`config.mk`:
```
export PLATFORM = sky130hd
export DESIGN_NAME = fvam_front
export DESIGN_NICKNAME = d
export VERILOG_FILES = /design/src/hw/rtl/fvam_pkg.sv /design/src/hw/rtl/fvam_front.sv
export SDC_FILE = /design/constraint.sdc
export NUM_CORES = 1
export LEC_CHECK = 0
export ABC_CLOCK_PERIOD_IN_PS = 8700
export BUFFER_PORTS_ARGS = -buffer_cell sky130_fd_sc_hd__buf_2
export CAP_MARGIN = 30
export CORE_UTILIZATION = 50
export DETAILED_ROUTE_END_ITERATION = 12
export GPL_ROUTABILITY_DRIVEN = 0
export PLACE_DENSITY = 0.71
export SYNTH_ARGS = -nofsm -noshare
export SYNTH_HDL_FRONTEND = slang
export SYNTH_SLANG_ARGS = --single-unit
```
`constraint.sdc`:
```
create_clock -name clk -period 8.7 [get_ports clk]
set_input_delay 1.74 -clock clk [delete_from_list [all_inputs] [get_ports clk]]
set_output_delay 1.74 -clock clk [all_outputs]
set_load 0.02 [all_outputs]
```
`src/hw/rtl/fvam_pkg.sv`:
```
// ----------------------------------------------------------------------------
// fvam_pkg: shared types and constants for the flow vector polar unit
// Payload structs, pipeline work structs, fixed widths and the CORDIC
// arctangent table.
// ----------------------------------------------------------------------------
package fvam_pkg;

	// field widths
	localparam int COORD_BITS = 16;
	localparam int ANGLE_BITS = 16;
	localparam int MAG_BITS   = 17;
	localparam int DIFF_W     = COORD_BITS + 1;

	// CORDIC datapath: coordinates scaled by 2^PRESCALE plus growth headroom
	localparam int PRESCALE  = 24;
	localparam int CW        = DIFF_W + PRESCALE + 3;
	localparam int ZW        = 25;
	localparam int TABLE_LEN = 24;

	// square root: one result bit per stage
	localparam int SQRT_STEPS = MAG_BITS;
	localparam int N_W        = 2 * SQRT_STEPS;
	localparam int REM_W      = MAG_BITS + 3;

	// angle units of 2^-15 degree
	localparam logic signed [ZW-1:0] FULL_TURN = 25'sd11796480;
	localparam logic signed [ZW-1:0] HALF_TURN = 25'sd5898240;
	localparam logic [ANGLE_BITS-1:0] ANGLE_WRAP = 16'd46080;
	localparam logic [ZW-1:0] ANGLE_ROUND = 25'd128;

	// atan(2^-i) in units of 2^-15 degree, rounded
	localparam logic [ZW-1:0] ATAN_TABLE [TABLE_LEN] = '{
		25'd1474560, 25'd870484, 25'd459940, 25'd233473,
		25'd117189,  25'd58652,  25'd29333,  25'd14667,
		25'd7334,    25'd3667,   25'd1833,   25'd917,
		25'd458,     25'd229,    25'd115,    25'd57,
		25'd29,      25'd14,     25'd7,      25'd4,
		25'd2,       25'd1,      25'd0,      25'd0
	};

	typedef struct packed {
		logic [COORD_BITS-1:0] src_x;
		logic [COORD_BITS-1:0] src_y;
		logic [COORD_BITS-1:0] dst_x;
		logic [COORD_BITS-1:0] dst_y;
	} pair_t;

	typedef struct packed {
		logic [ANGLE_BITS-1:0] angle;
		logic [MAG_BITS-1:0]   magnitude;
	} result_t;

	typedef struct packed {
		logic signed [CW-1:0] x;
		logic signed [CW-1:0] y;
		logic signed [ZW-1:0] z;
	} cord_t;

	typedef struct packed {
		logic [N_W-1:0]      n;
		logic [REM_W-1:0]    rem;
		logic [MAG_BITS-1:0] root;
	} sqrt_t;

endpackage

```
`src/hw/rtl/fvam_front.sv`:
```
// ----------------------------------------------------------------------------
// fvam_front: first three pipeline stages
// Differences, squares and CORDIC setup, sum of squares.
// ----------------------------------------------------------------------------
module fvam_front (
	input  logic               clk,
	input  logic               arst_n,
	input  logic               start,
	input  fvam_pkg::pair_t    pair,
	output logic               vld_s3,
	output logic               zero_s3,
	output fvam_pkg::cord_t    cord_s3,
	output fvam_pkg::sqrt_t    sq_s3
);

	localparam int CB = fvam_pkg::COORD_BITS;
	localparam int DW = fvam_pkg::DIFF_W;
	localparam int CW = fvam_pkg::CW;
	localparam int PS = fvam_pkg::PRESCALE;

	logic                 vld_s1, vld_s2;
	logic                 zero_s1, zero_s2;
	logic signed [DW-1:0] dx_s1, dy_s1;
	logic [2*CB-1:0]      sqx_s2, sqy_s2;
	fvam_pkg::cord_t      cord_s2;

	logic [CB-1:0]        ax, ay;
	logic signed [CW-1:0] dx_ext, dy_ext;
	fvam_pkg::cord_t      cord_init;

	// valid bits
	always_ff @(posedge clk or negedge arst_n) begin
		if (!arst_n) begin
			vld_s1 <= 1'b0;
			vld_s2 <= 1'b0;
			vld_s3 <= 1'b0;
		end else begin
			vld_s1 <= start;
			vld_s2 <= vld_s1;
			vld_s3 <= vld_s2;
		end
	end

	// stage 1: displacement
	always_ff @(posedge clk) begin
		dx_s1   <= $signed({1'b0, pair.dst_x[CB-1:0]}) - $signed({1'b0, pair.src_x[CB-1:0]});
		dy_s1   <= $signed({1'b0, pair.dst_y[CB-1:0]}) - $signed({1'b0, pair.src_y[CB-1:0]});
		zero_s1 <= (pair.dst_x[CB-1:0] == pair.src_x[CB-1:0]) &&
			(pair.dst_y[CB-1:0] == pair.src_y[CB-1:0]);
	end

	// stage 2 logic: absolute values, CORDIC start vector in the right half plane
	always_comb begin
		ax     = dx_s1[DW-1] ? CB'(-dx_s1) : CB'(dx_s1);
		ay     = dy_s1[DW-1] ? CB'(-dy_s1) : CB'(dy_s1);
		dx_ext = CW'(dx_s1);
		dy_ext = CW'(dy_s1);
		cord_init.x = CW'({1'b0, ax}) <<< PS;
		// vector is (dx, -dy); turned by 180 degrees when dx is negative
		cord_init.y = (dx_s1[DW-1] ? dy_ext : -dy_ext) <<< PS;
		cord_init.z = dx_s1[DW-1] ? fvam_pkg::HALF_TURN : '0;
	end

	always_ff @(posedge clk) begin
		sqx_s2  <= ax * ax;
		sqy_s2  <= ay * ay;
		cord_s2 <= cord_init;
		zero_s2 <= zero_s1;
	end

	// stage 3: sum of squares
	always_ff @(posedge clk) begin
		sq_s3.n    <= fvam_pkg::N_W'(sqx_s2) + fvam_pkg::N_W'(sqy_s2);
		sq_s3.rem  <= '0;
		sq_s3.root <= '0;
		cord_s3    <= cord_s2;
		zero_s3    <= zero_s2;
	end

endmodule

```
==> qor.log, run 1 <==
qor: grt.number_of_global_route_vias_before_repair 17,700
qor: grt.grt_first_pass_wirelength 88,000 um
qor: yosys.ys_dominant_reg_cell sky130_fd_sc_hd__dfxtp_1
qor: critical_path.data_arrival_time_of_the_critical_path 8.68 ns
qor: routing.drt-pass1-iter-count 5
qor: grt.global_route.usage.total 0.235
qor: routing.avgViaCountPerCell 5.20
qor: clock_network.cts_setup_buffers 0
qor: floorplanning.die-width 218 um
qor: yosys.avgSynthCellArea 9.18 um2
qor: yosys.synth_seq_cells 207
qor: min_path.worstHoldStart cord_s2[61]$_DFF_P_
qor: yosys.ys_seq_area_frac 0.179
qor: yosys.post_synth_edffs 0
qor: clock_network.clk-insertion-delay-late 0.57 ns
qor: routing.vias 17,200
qor: critical_path.timing.rr.start dx_s1[9]$_DFF_P_
qor: yosys.yosys.area.top_type sky130_fd_sc_hd__fa_1
qor: yosys.synthTopCellsByArea sky130_fd_sc_hd__fa_1 28%, sky130_fd_sc_hd__dfxtp_1 18%, sky130_fd_sc_hd__ha_1 14%
qor: timing.post-route-period-util 0.941
qor: layout.syn_to_final_growth 8.54%
qor: clock_network.hold_buffers 0
qor: place.hpwlAfterDp 45,400 um
qor: clock_network.cts_buffer_depth 3
qor: routing.overall_routed_net_length 54,200 um
qor: timing.finalHoldViolCount 0
qor: yosys.synth_commonest_cells 519 x sky130_fd_sc_hd__inv_1, 329 x sky130_fd_sc_hd__fa_1, 257 x sky130_fd_sc_hd__ha_1
qor: routing.drc_markers 0
qor: clock_network.h-tree-depth 1
qor: timing.timing.slew.headroom 0.369
qor: yosys.synth-async-reset-ratio 0.0145
qor: critical_path.worstPathMaxFanout 11
qor: floorplanning.initial_utilization 0.510
qor: timing.worst-slew-pin-transition 0.943 ns
qor: clock_network.tritoncts_clock_tree built
qor: floorplanning.total_die_area 47,400 um2
qor: timing.timing.clock.skew 0.0276 ns
qor: routing.dr.first_iter.drc_count 951
qor: yosys.yosys.cell_count.top_type sky130_fd_sc_hd__inv_1
qor: layout.finalNetCount 3,340
qor: timing.slew_limit_fails 0
qor: min_path.hp_class reg2reg
qor: run.drv.max_cap_violation_count 0
qor: layout.antenna_cells_inserted 0
qor: clock_network.cts_root_buffer sky130_fd_sc_hd__clkbuf_16
qor: grt.grt_overflow 0
qor: floorplanning.die_y 218 um
qor: timing.fmaxAchievable 0.122 GHz
qor: critical_path.setup.worst_path.start_class flip-flop
qor: timing.final_critical_period 8.18 ns
qor: yosys.yosysWarningCount 0
qor: floorplanning.core_region_area 45,700 um2
qor: yosys.synth_largest_type_area_fraction 0.283
qor: critical_path.crit_required 9.19 ns
qor: critical_path.cp-end-kind flip-flop
qor: yosys.post_synth_instance_area 23,300 um2
qor: routing.wire_per_inst 16.4 um
qor: clock_network.number_of_clock_buffers_inserted_by_tritoncts 25
qor: place.io_buffers 141
qor: critical_path.crit_start dx_s1[9]$_DFF_P_
qor: critical_path.worstSetupPathType reg2reg
qor: floorplanning.core.rowCount 78
qor: grt.grt_start_max_net_pins 33
qor: run_status.outcome completed
qor: layout.drive_above_1_share 0.0991
qor: clock_network.clkSlewWorstSetupHoldPaths 0.07 ns
qor: yosys.post_synth_inst_count 2,536
qor: yosys.yosysUniqueCellTypes 85
qor: floorplanning.pin_count 253
qor: timing.grt_setup_unrepaired false
qor: timing.finalSetupViolations 0
qor: timing.setup_tns 0 ns
qor: grt.antenna_found_initial 2
qor: clock_network.cts.sink_count 207
qor: routing.antenna_violating_nets_post_route 0
[sequential cells by signal, indices dropped and copies added (netlist names)]
signal / flops
dx_s1: 17
zero_s3: 1
sq_s3: 33
zero_s2: 1
zero_s1: 1
dy_s1: 17
vld_s2: 1
sqx_s2: 31
cord_s3: 37
cord_s2: 35
vld_s3: 1
vld_s1: 1
sqy_s2: 31
[what timing repair did]
item / in CTS / in global routing
setup endpoints to repair: 0 / 2
resized for setup: 0 / 3
endpoints found under the hold margin: 0 / 0
[cell families (layout without fill, tap and decap cells)]
group | count (synthesis) | after routing | share of synthesized area
DFF | 207 | 207 | 0.179
buffers and inverters | 690 | 749 | 0.130
xor gates and xnor gates | 160 | 160 | 0.0644
and+or+nand+nor | 554 | 554 | 0.108
adders and majority gates | 586 | 586 | 0.421
muxes | 8 | 8 | 0.00371
other | 1 | 111 | 0.000161
AOI/OAI and AO/OA | 330 | 330 | 0.0938
[worst paths after layout]
check                                 endpoint  slack (ns)  depth (start not counted)
min in group asynchronous     vld_s3$_DFF_PN0_        0.98                          1
hold / removal             cord_s3[61]$_DFF_P_        0.32                          0
max in group asynchronous     vld_s2$_DFF_PN0_        7.62                          1
setup reg to reg            sqx_s2[31]$_DFF_P_        0.52                         24
setup / recovery            sqx_s2[31]$_DFF_P_        0.52                         24
hold reg to reg            cord_s3[61]$_DFF_P_        0.32                          0
[worst max-delay path, stage by stage, from the launching register on]
cell and delay [ns]:
sky130_fd_sc_hd__dfxtp_1 0.33, sky130_fd_sc_hd__or4_1 0.59, sky130_fd_sc_hd__or2_2 0.32, sky130_fd_sc_hd__o31ai_1 0.34, sky130_fd_sc_hd__xor2_2 0.56, sky130_fd_sc_hd__inv_2 0.30, sky130_fd_sc_hd__nand2_1 0.19, sky130_fd_sc_hd__inv_1 0.09
sky130_fd_sc_hd__fa_1 0.47, sky130_fd_sc_hd__fa_1 0.53, sky130_fd_sc_hd__fa_1 0.52, sky130_fd_sc_hd__fa_1 0.52, sky130_fd_sc_hd__fa_1 0.54, sky130_fd_sc_hd__inv_1 0.05, sky130_fd_sc_hd__fa_1 0.53, sky130_fd_sc_hd__inv_1 0.04
sky130_fd_sc_hd__ha_1 0.36, sky130_fd_sc_hd__and3_1 0.26, sky130_fd_sc_hd__a221o_1 0.36, sky130_fd_sc_hd__a21o_1 0.19, sky130_fd_sc_hd__a221o_1 0.36, sky130_fd_sc_hd__o21a_1 0.21, sky130_fd_sc_hd__o221ai_1 0.26, sky130_fd_sc_hd__a21oi_1 0.12
sky130_fd_sc_hd__o211ai_1 0.09
[layout make-up]
class,count,area [um2]
inverter,533,2000
sequential,207,4160
timing repair buffer,171,931
fill,4113,20400
tap,600,751
clock buffer,28,657
multi-input combinational,1749,16500
clock inverter,17,245
[per-stage QoR]
step | cell area, um2 | hold WS, ns | cells | setup slack [ns] | util
2_1_floorplan | 23700 | 0.310 | 2646 | 0.828 | -
3_3_place_gp | 24300 | 0.312 | 3260 | 0.668 | 0.533
3_5_place_dp | 24300 | 0.312 | 3260 | 0.316 | 0.533
4_1_cts | 25200 | 0.323 | 3305 | 0.278 | 0.553
5_1_grt | 25300 | 0.330 | 3305 | 0.137 | 0.553
6_report | 25300 | 0.319 | 3305 | 0.516 | 0.553
[per-layer routing]
layer	up-vias	global-route usage	routed length, um
met5	-	0	0
met4	0	0.0867	1990
met3	107	0.0322	3880
met2	642	0.394	25700
met1	8402	0.309	22700
li1	8048	-	-
[cells in the final DEF, fill, tap and decap left out, drive strengths merged, types with 90 or more instances in the layout]
master / Yosys / routed
a21oi: 90 / 90
buf: 119 / 171
conb: 1 / 111
dfxtp: 204 / 204
fa: 329 / 329
ha: 257 / 257
inv: 529 / 536
nand2: 202 / 202
nor2: 191 / 191
xnor2: 90 / 90
Power of run 1 is not shown: default switching activity piles up to over one toggle a cycle in this logic, so the estimate is an artifact.
==> run 2: changes to the inputs <==
--- a/config.mk
+++ b/config.mk
@@ -5,13 +5,14 @@
 export SDC_FILE = /design/constraint.sdc
 export NUM_CORES = 1
 export LEC_CHECK = 0
-export ABC_CLOCK_PERIOD_IN_PS = 8700
+export ABC_AREA = 1
+export ABC_CLOCK_PERIOD_IN_PS = 9200
 export BUFFER_PORTS_ARGS = -buffer_cell sky130_fd_sc_hd__buf_2
 export CAP_MARGIN = 30
 export CORE_UTILIZATION = 50
 export DETAILED_ROUTE_END_ITERATION = 12
 export GPL_ROUTABILITY_DRIVEN = 0
-export PLACE_DENSITY = 0.71
+export PLACE_DENSITY = 0.7
 export SYNTH_ARGS = -nofsm -noshare
 export SYNTH_HDL_FRONTEND = slang
 export SYNTH_SLANG_ARGS = --single-unit
==> constraint.sdc (replaced) <==
create_clock -name clk -period 9.2 [get_ports clk]
set_input_delay 1.84 -clock clk [delete_from_list [all_inputs] [get_ports clk]]
set_output_delay 1.84 -clock clk [all_outputs]
set_load 0.02 [all_outputs]
==> run 2 against run 1 <==
Die area increased by 5.2%. First-iteration DRC count rose by 4.9%. Maximum frequency up 5.2%. Clock skew is 0.011 ns lower. Count of clock-buffer cells in the layout down 2. Sequential share of layout area fell by 0.55 points. Critical path type unchanged. Sequential cell count stayed put. Utilization down 0.90 points. Largest cell class unchanged.
==> qor.log, run 2 <==
qor: clock_network.hold_buffers 0 [unchanged]
qor: yosys.ys_seq_area_frac 0.170 [-0.00886]
qor: critical_path.worstSetupPathType reg2reg
qor: routing.dr.first_iter.drc_count 998 [+4.9%]
qor: yosys.synth_seq_cells 207 [unchanged]
qor: yosys.synth_largest_type_area_fraction 0.269 [-0.0140]
qor: clock_network.clkSlewWorstSetupHoldPaths 0.08 ns [about the same]
qor: layout.layout.core_utilization 0.544 [-0.00900]
qor: routing.antenna_violating_nets_post_route 0 [unchanged]
qor: routing.wire_per_inst 14.7 um [-10%]
qor: yosys.synth-async-reset-ratio 0.0145 [unchanged]
qor: routing.overall_routed_net_length 55,700 um [+2.7%]
qor: critical_path.cp-end-kind flip-flop
qor: floorplanning.core_region_area 48,000 um2 [+5.2%]
qor: layout.n_fill_cell 4,556 [+11%]
qor: timing.finalSetupViolations 0 [unchanged]
qor: timing.setup_tns 0 ns [unchanged]
qor: critical_path.setup.worst_path.start_class flip-flop
qor: routing.drt-pass1-iter-count 6 [+1]
qor: layout.biggestRegsByFlops cord_s3 (37), cord_s2 (35), sq_s3 (33)
qor: layout.syn_to_final_growth 6.75%
qor: layout.most_frequent_cells_in_the_layout 624 x sky130_fd_sc_hd__inv_1, 522 x sky130_fd_sc_hd__nand2_1, 329 x sky130_fd_sc_hd__fa_1
qor: place.post_place_setup_slack 1.52 ns [+1.20 ns]
qor: timing.worst-slew-pin-transition 0.891 ns [-0.0516 ns]
qor: clock_network.cts_root_buffer sky130_fd_sc_hd__clkbuf_16
qor: yosys.yosys.cell_count.top_type sky130_fd_sc_hd__inv_1
qor: yosys.synthTopCellsByArea sky130_fd_sc_hd__fa_1 27%, sky130_fd_sc_hd__dfxtp_1 17%, sky130_fd_sc_hd__ha_1 13%
qor: place.io_buffers 141 [unchanged]
qor: min_path.hp_class reg2reg
qor: grt.grt_start_max_net_pins 37 [+12%]
qor: run_status.outcome completed
qor: clock_network.tritoncts_clock_tree built
qor: critical_path.crit_required 9.61 ns [+0.42 ns]
qor: timing.timing.final.ws_setup 1.42 ns [+0.907 ns]
qor: layout.top_register cord_s3
qor: yosys.post_synth_edffs 0 [unchanged]
qor: layout.largest_register_ff_count 37 [unchanged]
qor: routing.vias 18,800 [+9.0%]
qor: grt.grt_overflow 0 [unchanged]
qor: yosys.avgSynthCellArea 8.10 um2 [-12%]
qor: critical_path.data_arrival_time_of_the_critical_path 8.19 ns [-0.49 ns]
qor: place.hpwlAfterDp 47,500 um [+4.6%]
qor: timing.timing.clock.skew 0.0168 ns [-0.0107 ns]
qor: floorplanning.pin_count 253 [unchanged]
qor: layout.final_common_cell sky130_fd_sc_hd__inv_1
qor: yosys.post_synth_instance_area 24,500 um2 [+5.2%]
qor: layout.finalNetCount 3,809 [+14%]
qor: layout.antenna_cells_inserted 0 [unchanged]
qor: yosys.post_synth_inst_count 3,025 [+19%]
qor: clock_network.number_of_clock_buffers_inserted_by_tritoncts 23 [-8.0%]
qor: yosys.yosysWarningCount 0 [unchanged]
qor: floorplanning.initial_utilization 0.510 [about the same]
qor: layout.regArea 4160 um2 [unchanged]
qor: floorplanning.die_y 223 um [+2.6%]
qor: timing.post-route-period-util 0.845 [-0.0954]
qor: floorplanning.die-width 223 um [+2.6%]
qor: routing.drc_markers 0 [unchanged]
qor: routing.avgViaCountPerCell 4.95 [-4.8%]
qor: layout.drive_above_1_share 0.0911 [-0.00794]
qor: clock_network.h-tree-depth 1 [unchanged]
qor: yosys.ys_dominant_reg_cell sky130_fd_sc_hd__dfxtp_1
qor: yosys.yosys.area.top_type sky130_fd_sc_hd__fa_1
qor: clock_network.cts_setup_buffers 0 [unchanged]
qor: clock_network.post_cts_resize_count 0 [unchanged]
qor: grt.grt_first_pass_wirelength 93,300 um [+6.0%]
qor: timing.slew_limit_fails 0 [unchanged]
qor: run.drv.max_cap_violation_count 0 [unchanged]
qor: timing.fmaxAchievable 0.129 GHz [+5.2%]
qor: grt.global_route.usage.total 0.232 [-0.00252]
qor: clock_network.cts_buffer_depth 3 [unchanged]
qor: grt.antenna_found_initial 0 [-2]
qor: floorplanning.total_die_area 49,900 um2 [+5.2%]
qor: timing.finalHoldViolCount 0 [unchanged]
qor: floorplanning.core.rowCount 80 [+2.6%]
qor: timing.grt_setup_unrepaired false
qor: timing.final_critical_period 7.78 ns [-0.407 ns]
qor: critical_path.worstPathMaxFanout 18 [+7]
qor: clock_network.clk-insertion-delay-late 0.53 ns [-0.04 ns]
qor: yosys.yosysUniqueCellTypes 50 [-41%]
qor: yosys.synth_commonest_cells 624 x sky130_fd_sc_hd__inv_1, 522 x sky130_fd_sc_hd__nand2_1, 329 x sky130_fd_sc_hd__fa_1
qor: layout.multi_input_area 17,100 um2 [+3.8%]
qor: timing.timing.slew.headroom 0.406 [+0.0365]
qor: grt.number_of_global_route_vias_before_repair 19,000 [+7.3%]
qor: clock_network.cts.sink_count 207 [unchanged]
==> run 2: cells by family (layout without fill, tap and decap cells) <==
logic type / Yosys count / after routing / synth area share
and+or+nand+nor: 994 / 994 / 0.169
buffers and inverters: 819 / 855 / 0.147
adders and majority gates: 586 / 586 / 0.400
AOI/OAI and AO/OA: 296 / 296 / 0.0690
DFF: 207 / 207 / 0.170
xor gates and xnor gates: 121 / 121 / 0.0439
other: 1 / 111 / 0.000153
muxes: 1 / 1 / 0.000409
==> run 2: metal layers <==
metal / share of wire / wire length, um / GRT usage
met4: 0.024 / 1330 / 0.0561
met5: 0 / 0 / 0
met2: 0.46 / 25500 / 0.385
met1: 0.45 / 25300 / 0.318
met3: 0.065 / 3610 / 0.0374
==> run 2: critical path, cell delays in order, from the launching register on <==
cell and delay, ns:
sky130_fd_sc_hd__dfxtp_1 0.47, sky130_fd_sc_hd__clkinv_1 0.55, sky130_fd_sc_hd__ha_1 0.43, sky130_fd_sc_hd__inv_1 0.08
sky130_fd_sc_hd__nor2_1 0.05, sky130_fd_sc_hd__nand2_1 0.08, sky130_fd_sc_hd__nand3_1 0.07, sky130_fd_sc_hd__nand2_1 0.42
sky130_fd_sc_hd__clkinv_1 0.50, sky130_fd_sc_hd__nor2_1 0.31, sky130_fd_sc_hd__inv_1 0.09, sky130_fd_sc_hd__fa_1 0.52
sky130_fd_sc_hd__fa_1 0.56, sky130_fd_sc_hd__inv_1 0.05, sky130_fd_sc_hd__fa_1 0.52, sky130_fd_sc_hd__fa_1 0.44
sky130_fd_sc_hd__fa_1 0.54, sky130_fd_sc_hd__inv_1 0.05, sky130_fd_sc_hd__fa_1 0.53, sky130_fd_sc_hd__inv_1 0.04
sky130_fd_sc_hd__ha_1 0.35, sky130_fd_sc_hd__a21oi_1 0.26, sky130_fd_sc_hd__o21ai_0 0.16, sky130_fd_sc_hd__a21oi_1 0.19
sky130_fd_sc_hd__nor2_1 0.06, sky130_fd_sc_hd__nor2_1 0.10, sky130_fd_sc_hd__nand2_1 0.07, sky130_fd_sc_hd__xor2_1 0.14
==> run 2: path summary, 6_finish.rpt <==
path / startpoint / to / slack [ns] / cells after the start
max in group asynchronous: arst_n / vld_s1$_DFF_PN0_ / 8.00 / 1
min reg2reg: cord_s2[101]$_DFF_P_ / cord_s3[101]$_DFF_P_ / 0.31 / 0
min: cord_s2[101]$_DFF_P_ / cord_s3[101]$_DFF_P_ / 0.31 / 0
max reg2reg: dx_s1[0]$_DFF_P_ / sqx_s2[28]$_DFF_P_ / 1.42 / 27
min in group asynchronous: arst_n / vld_s3$_DFF_PN0_ / 1.09 / 1
max: dx_s1[0]$_DFF_P_ / sqx_s2[28]$_DFF_P_ / 1.42 / 27
==> run 2: per-stage QoR <==
step	std cells	area, um2	hold slack, ns
detailed placement	3746	25300	0.312
global placement	3746	25300	0.310
finish	3786	26100	0.313
floorplan	3135	24900	0.310
CTS	3786	26100	0.320
global route	3786	26100	0.332
==> run 2: cell type report <==
class,instances,area share
clock buffer,26,0.0228
clock inverter,14,0.00794
inverter,665,0.0955
multi-input combinational,2109,0.656
sequential,207,0.159
tap,615,0.0294
timing repair buffer,150,0.0296
Power of run 2 is left out for the same reason.
==> run 3: changes to the inputs <==
--- a/config.mk
+++ b/config.mk
@@ -5,14 +5,14 @@
 export SDC_FILE = /design/constraint.sdc
 export NUM_CORES = 1
 export LEC_CHECK = 0
-export ABC_AREA = 1
-export ABC_CLOCK_PERIOD_IN_PS = 9200
+export ABC_AREA = 0
+export ABC_CLOCK_PERIOD_IN_PS = 7700
 export BUFFER_PORTS_ARGS = -buffer_cell sky130_fd_sc_hd__buf_2
 export CAP_MARGIN = 30
 export CORE_UTILIZATION = 50
 export DETAILED_ROUTE_END_ITERATION = 12
 export GPL_ROUTABILITY_DRIVEN = 0
-export PLACE_DENSITY = 0.7
+export PLACE_DENSITY = 0.71
 export SYNTH_ARGS = -nofsm -noshare
 export SYNTH_HDL_FRONTEND = slang
 export SYNTH_SLANG_ARGS = --single-unit
==> constraint.sdc (replaced) <==
create_clock -name clk -period 7.7 [get_ports clk]
set_input_delay 1.54 -clock clk [delete_from_list [all_inputs] [get_ports clk]]
set_output_delay 1.54 -clock clk [all_outputs]
set_load 0.02 [all_outputs]
==> run 3 against run 2 <==
Cell count decreased by 11%. Clock skew grew 0.0083 ns. Utilization up 2.1 points. Critical path type unchanged. Critical endpoint is now sqy_s2[31]$_DFF_P_.
==> qor.log, run 3 (synthesis results as in run 1) <==
qor: critical_path.crit_required 8.16 ns [-1.45 ns]
qor: floorplanning.core_region_area 45,700 um2 [-4.9%]
qor: timing.worst-slew-pin-transition 0.858 ns [-0.0328 ns]
qor: routing.vias 17,300 [-7.7%]
qor: timing.finalSetupViolations 0 [unchanged]
qor: timing.timing.slew.headroom 0.413 [+0.00718]
qor: run.drv.max_cap_violation_count 0 [unchanged]
qor: routing.avgViaCountPerCell 5.17 [+4.3%]
qor: timing.final_critical_period 7.42 ns [-0.353 ns]
qor: min_path.hp_class reg2reg
qor: clock_network.cts_buffer_depth 3 [unchanged]
qor: layout.biggestRegsByFlops cord_s3 (37), cord_s2 (35), sq_s3 (33)
qor: critical_path.cp-end-kind flip-flop
qor: timing.post-route-period-util 0.964 [+0.119]
qor: run_status.outcome completed
qor: layout.top_register cord_s3
qor: timing.finalHoldViolCount 0 [unchanged]
qor: timing.timing.clock.skew 0.0251 ns [+0.00827 ns]
qor: floorplanning.pin_count 253 [unchanged]
qor: layout.final_common_cell sky130_fd_sc_hd__inv_1
qor: grt.grt_overflow 0 [unchanged]
qor: clock_network.h-tree-depth 1 [unchanged]
qor: grt.grt_start_max_net_pins 23 [-38%]
qor: layout.finalNetCount 3,385 [-11%]
qor: routing.drt-pass1-iter-count 5 [-1]
qor: layout.layout.cell_area.non_filler 25,800 um2 [-1.3%]
qor: routing.wire_per_inst 16.4 um [+11%]
qor: timing.setup_tns 0 ns [unchanged]
qor: grt.number_of_global_route_vias_before_repair 18,000 [-5.0%]
qor: layout.layout.cells.non_filler 3,351 [-11%]
qor: critical_path.worstSetupPathType reg2reg
qor: timing.fmaxAchievable 0.135 GHz [+4.8%]
qor: clock_network.clk-insertion-delay-late 0.57 ns [+0.04 ns]
qor: place.postPlaceCellArea 24,700 um2 [-2.6%]
qor: routing.antenna_violating_nets_post_route 0 [unchanged]
qor: clock_network.hold_buffers 0 [unchanged]
qor: floorplanning.core.rowCount 78 [-2.5%]
qor: critical_path.setup.worst_path.start_class flip-flop
qor: place.dpl.cell_count 3,301 [-12%]
qor: floorplanning.die-width 218 um [-2.5%]
qor: routing.dr.first_iter.drc_count 818 [-18%]
qor: clock_network.cts.sink_count 207 [unchanged]
qor: clock_network.number_of_clock_buffers_inserted_by_tritoncts 25 [+8.7%]
qor: clock_network.clkSlewWorstSetupHoldPaths 0.07 ns [about the same]
qor: floorplanning.total_die_area 47,400 um2 [-4.9%]
qor: timing.slew_limit_fails 0 [unchanged]
qor: layout.syn_to_final_growth 10.9%
qor: critical_path.data_arrival_time_of_the_critical_path 7.88 ns [-0.31 ns]
qor: layout.largest_register_ff_count 37 [unchanged]
qor: grt.global_route.usage.total 0.236 [+0.00341]
qor: critical_path.slowest_delay 0.53 ns [-0.03 ns]
qor: clock_network.cts_root_buffer sky130_fd_sc_hd__clkbuf_16
qor: critical_path.worstPathMaxFanout 7 [-11]
qor: layout.layout.core_utilization 0.565 [+0.0211]
qor: routing.drc_markers 0 [unchanged]
qor: routing.overall_routed_net_length 54,900 um [-1.4%]
qor: floorplanning.initial_utilization 0.510 [about the same]
qor: clock_network.tritoncts_clock_tree built
qor: layout.most_frequent_cells_in_the_layout 517 x sky130_fd_sc_hd__inv_1, 329 x sky130_fd_sc_hd__fa_1, 255 x sky130_fd_sc_hd__ha_1
qor: layout.drive_above_1_share 0.127 [+0.0354]
qor: critical_path.cp_slowest_cell sky130_fd_sc_hd__fa_1
qor: grt.antenna_found_initial 0 [unchanged]
qor: place.hpwlAfterDp 46,600 um [-1.8%]
qor: grt.grt_first_pass_wirelength 88,500 um [-5.2%]
qor: place.io_buffers 141 [unchanged]
qor: floorplanning.die_y 218 um [-2.5%]
run 3: cell types whose count changed in the layout (fill, tap and decap cells not counted), moves of 17 or more:
cell,delta
sky130_fd_sc_hd__inv_2,-28
sky130_fd_sc_hd__nor2b_1,+17
sky130_fd_sc_hd__buf_4,+63
sky130_fd_sc_hd__xor2_1,-25
sky130_fd_sc_hd__a21o_1,+44
sky130_fd_sc_hd__nand2_2,-19
sky130_fd_sc_hd__nand2_1,-328
sky130_fd_sc_hd__nor2_1,-78
sky130_fd_sc_hd__nand2b_1,+19
sky130_fd_sc_hd__o21ai_0,-21
sky130_fd_sc_hd__inv_1,-107
sky130_fd_sc_hd__a21oi_1,-45
sky130_fd_sc_hd__xnor2_1,+55
sky130_fd_sc_hd__nand3_1,-74
run 3: cell type report:
type	count	area, um2
clock buffer	27	643
sequential	207	4160
tap	600	751
antenna	1	2.50
timing repair buffer	216	1290
multi-input combinational	1749	16700
clock inverter	18	277
fill	4082	19900
inverter	533	2010
run 3: per-layer routing:
metal  part of all wire  wire length (um)  vias up  global-route usage
met5                  0                 0        -                   0
met4              0.038              2110        0              0.0914
met3              0.071              3870      138              0.0389
met2               0.49             26600      619               0.407
met1               0.41             22300     8429               0.294
li1                   -                 -     8129                   -
run 3: final timing paths:
kind	from	end	slack [ns]	cells past startpoint
min	cord_s2[95]$_DFF_P_	cord_s3[95]$_DFF_P_	0.32	0
max	dy_s1[0]$_DFF_P_	sqy_s2[31]$_DFF_P_	0.28	30
max reg2reg	dy_s1[0]$_DFF_P_	sqy_s2[31]$_DFF_P_	0.28	30
max in group asynchronous	arst_n	vld_s3$_DFF_PN0_	6.84	1
min in group asynchronous	arst_n	vld_s2$_DFF_PN0_	0.76	1
min reg2reg	cord_s2[95]$_DFF_P_	cord_s3[95]$_DFF_P_	0.32	0
run 3: per-stage QoR:
| stage | setup WS (ns) | hold slack [ns] |
|---|---|---|
| finish | 0.277 | 0.320 |
| detailed placement | -0.0249 | 0.312 |
| CTS | 0.0626 | 0.318 |
| global placement | 0.158 | 0.313 |
| global route | -0.0734 | 0.326 |
| floorplan | -0.00916 | 0.310 |
run 3: critical path, delay by kind of cell, from the launching register on:
family | cells | cell delay, ns
xor+xnor | 2 | 0.23
buf+inv | 8 | 0.57
simple gates | 7 | 1.62
fa+ha+maj | 8 | 3.43
compound gates | 5 | 1.12
flops | 1 | 0.34
run 3: repair_timing:
action	in CTS	in global routing
gates resized for setup	1	48
pin swaps	0	8
setup buffers	0	4
endpoints found under the setup margin	2	18
Power of run 3 is left out for the same reason.
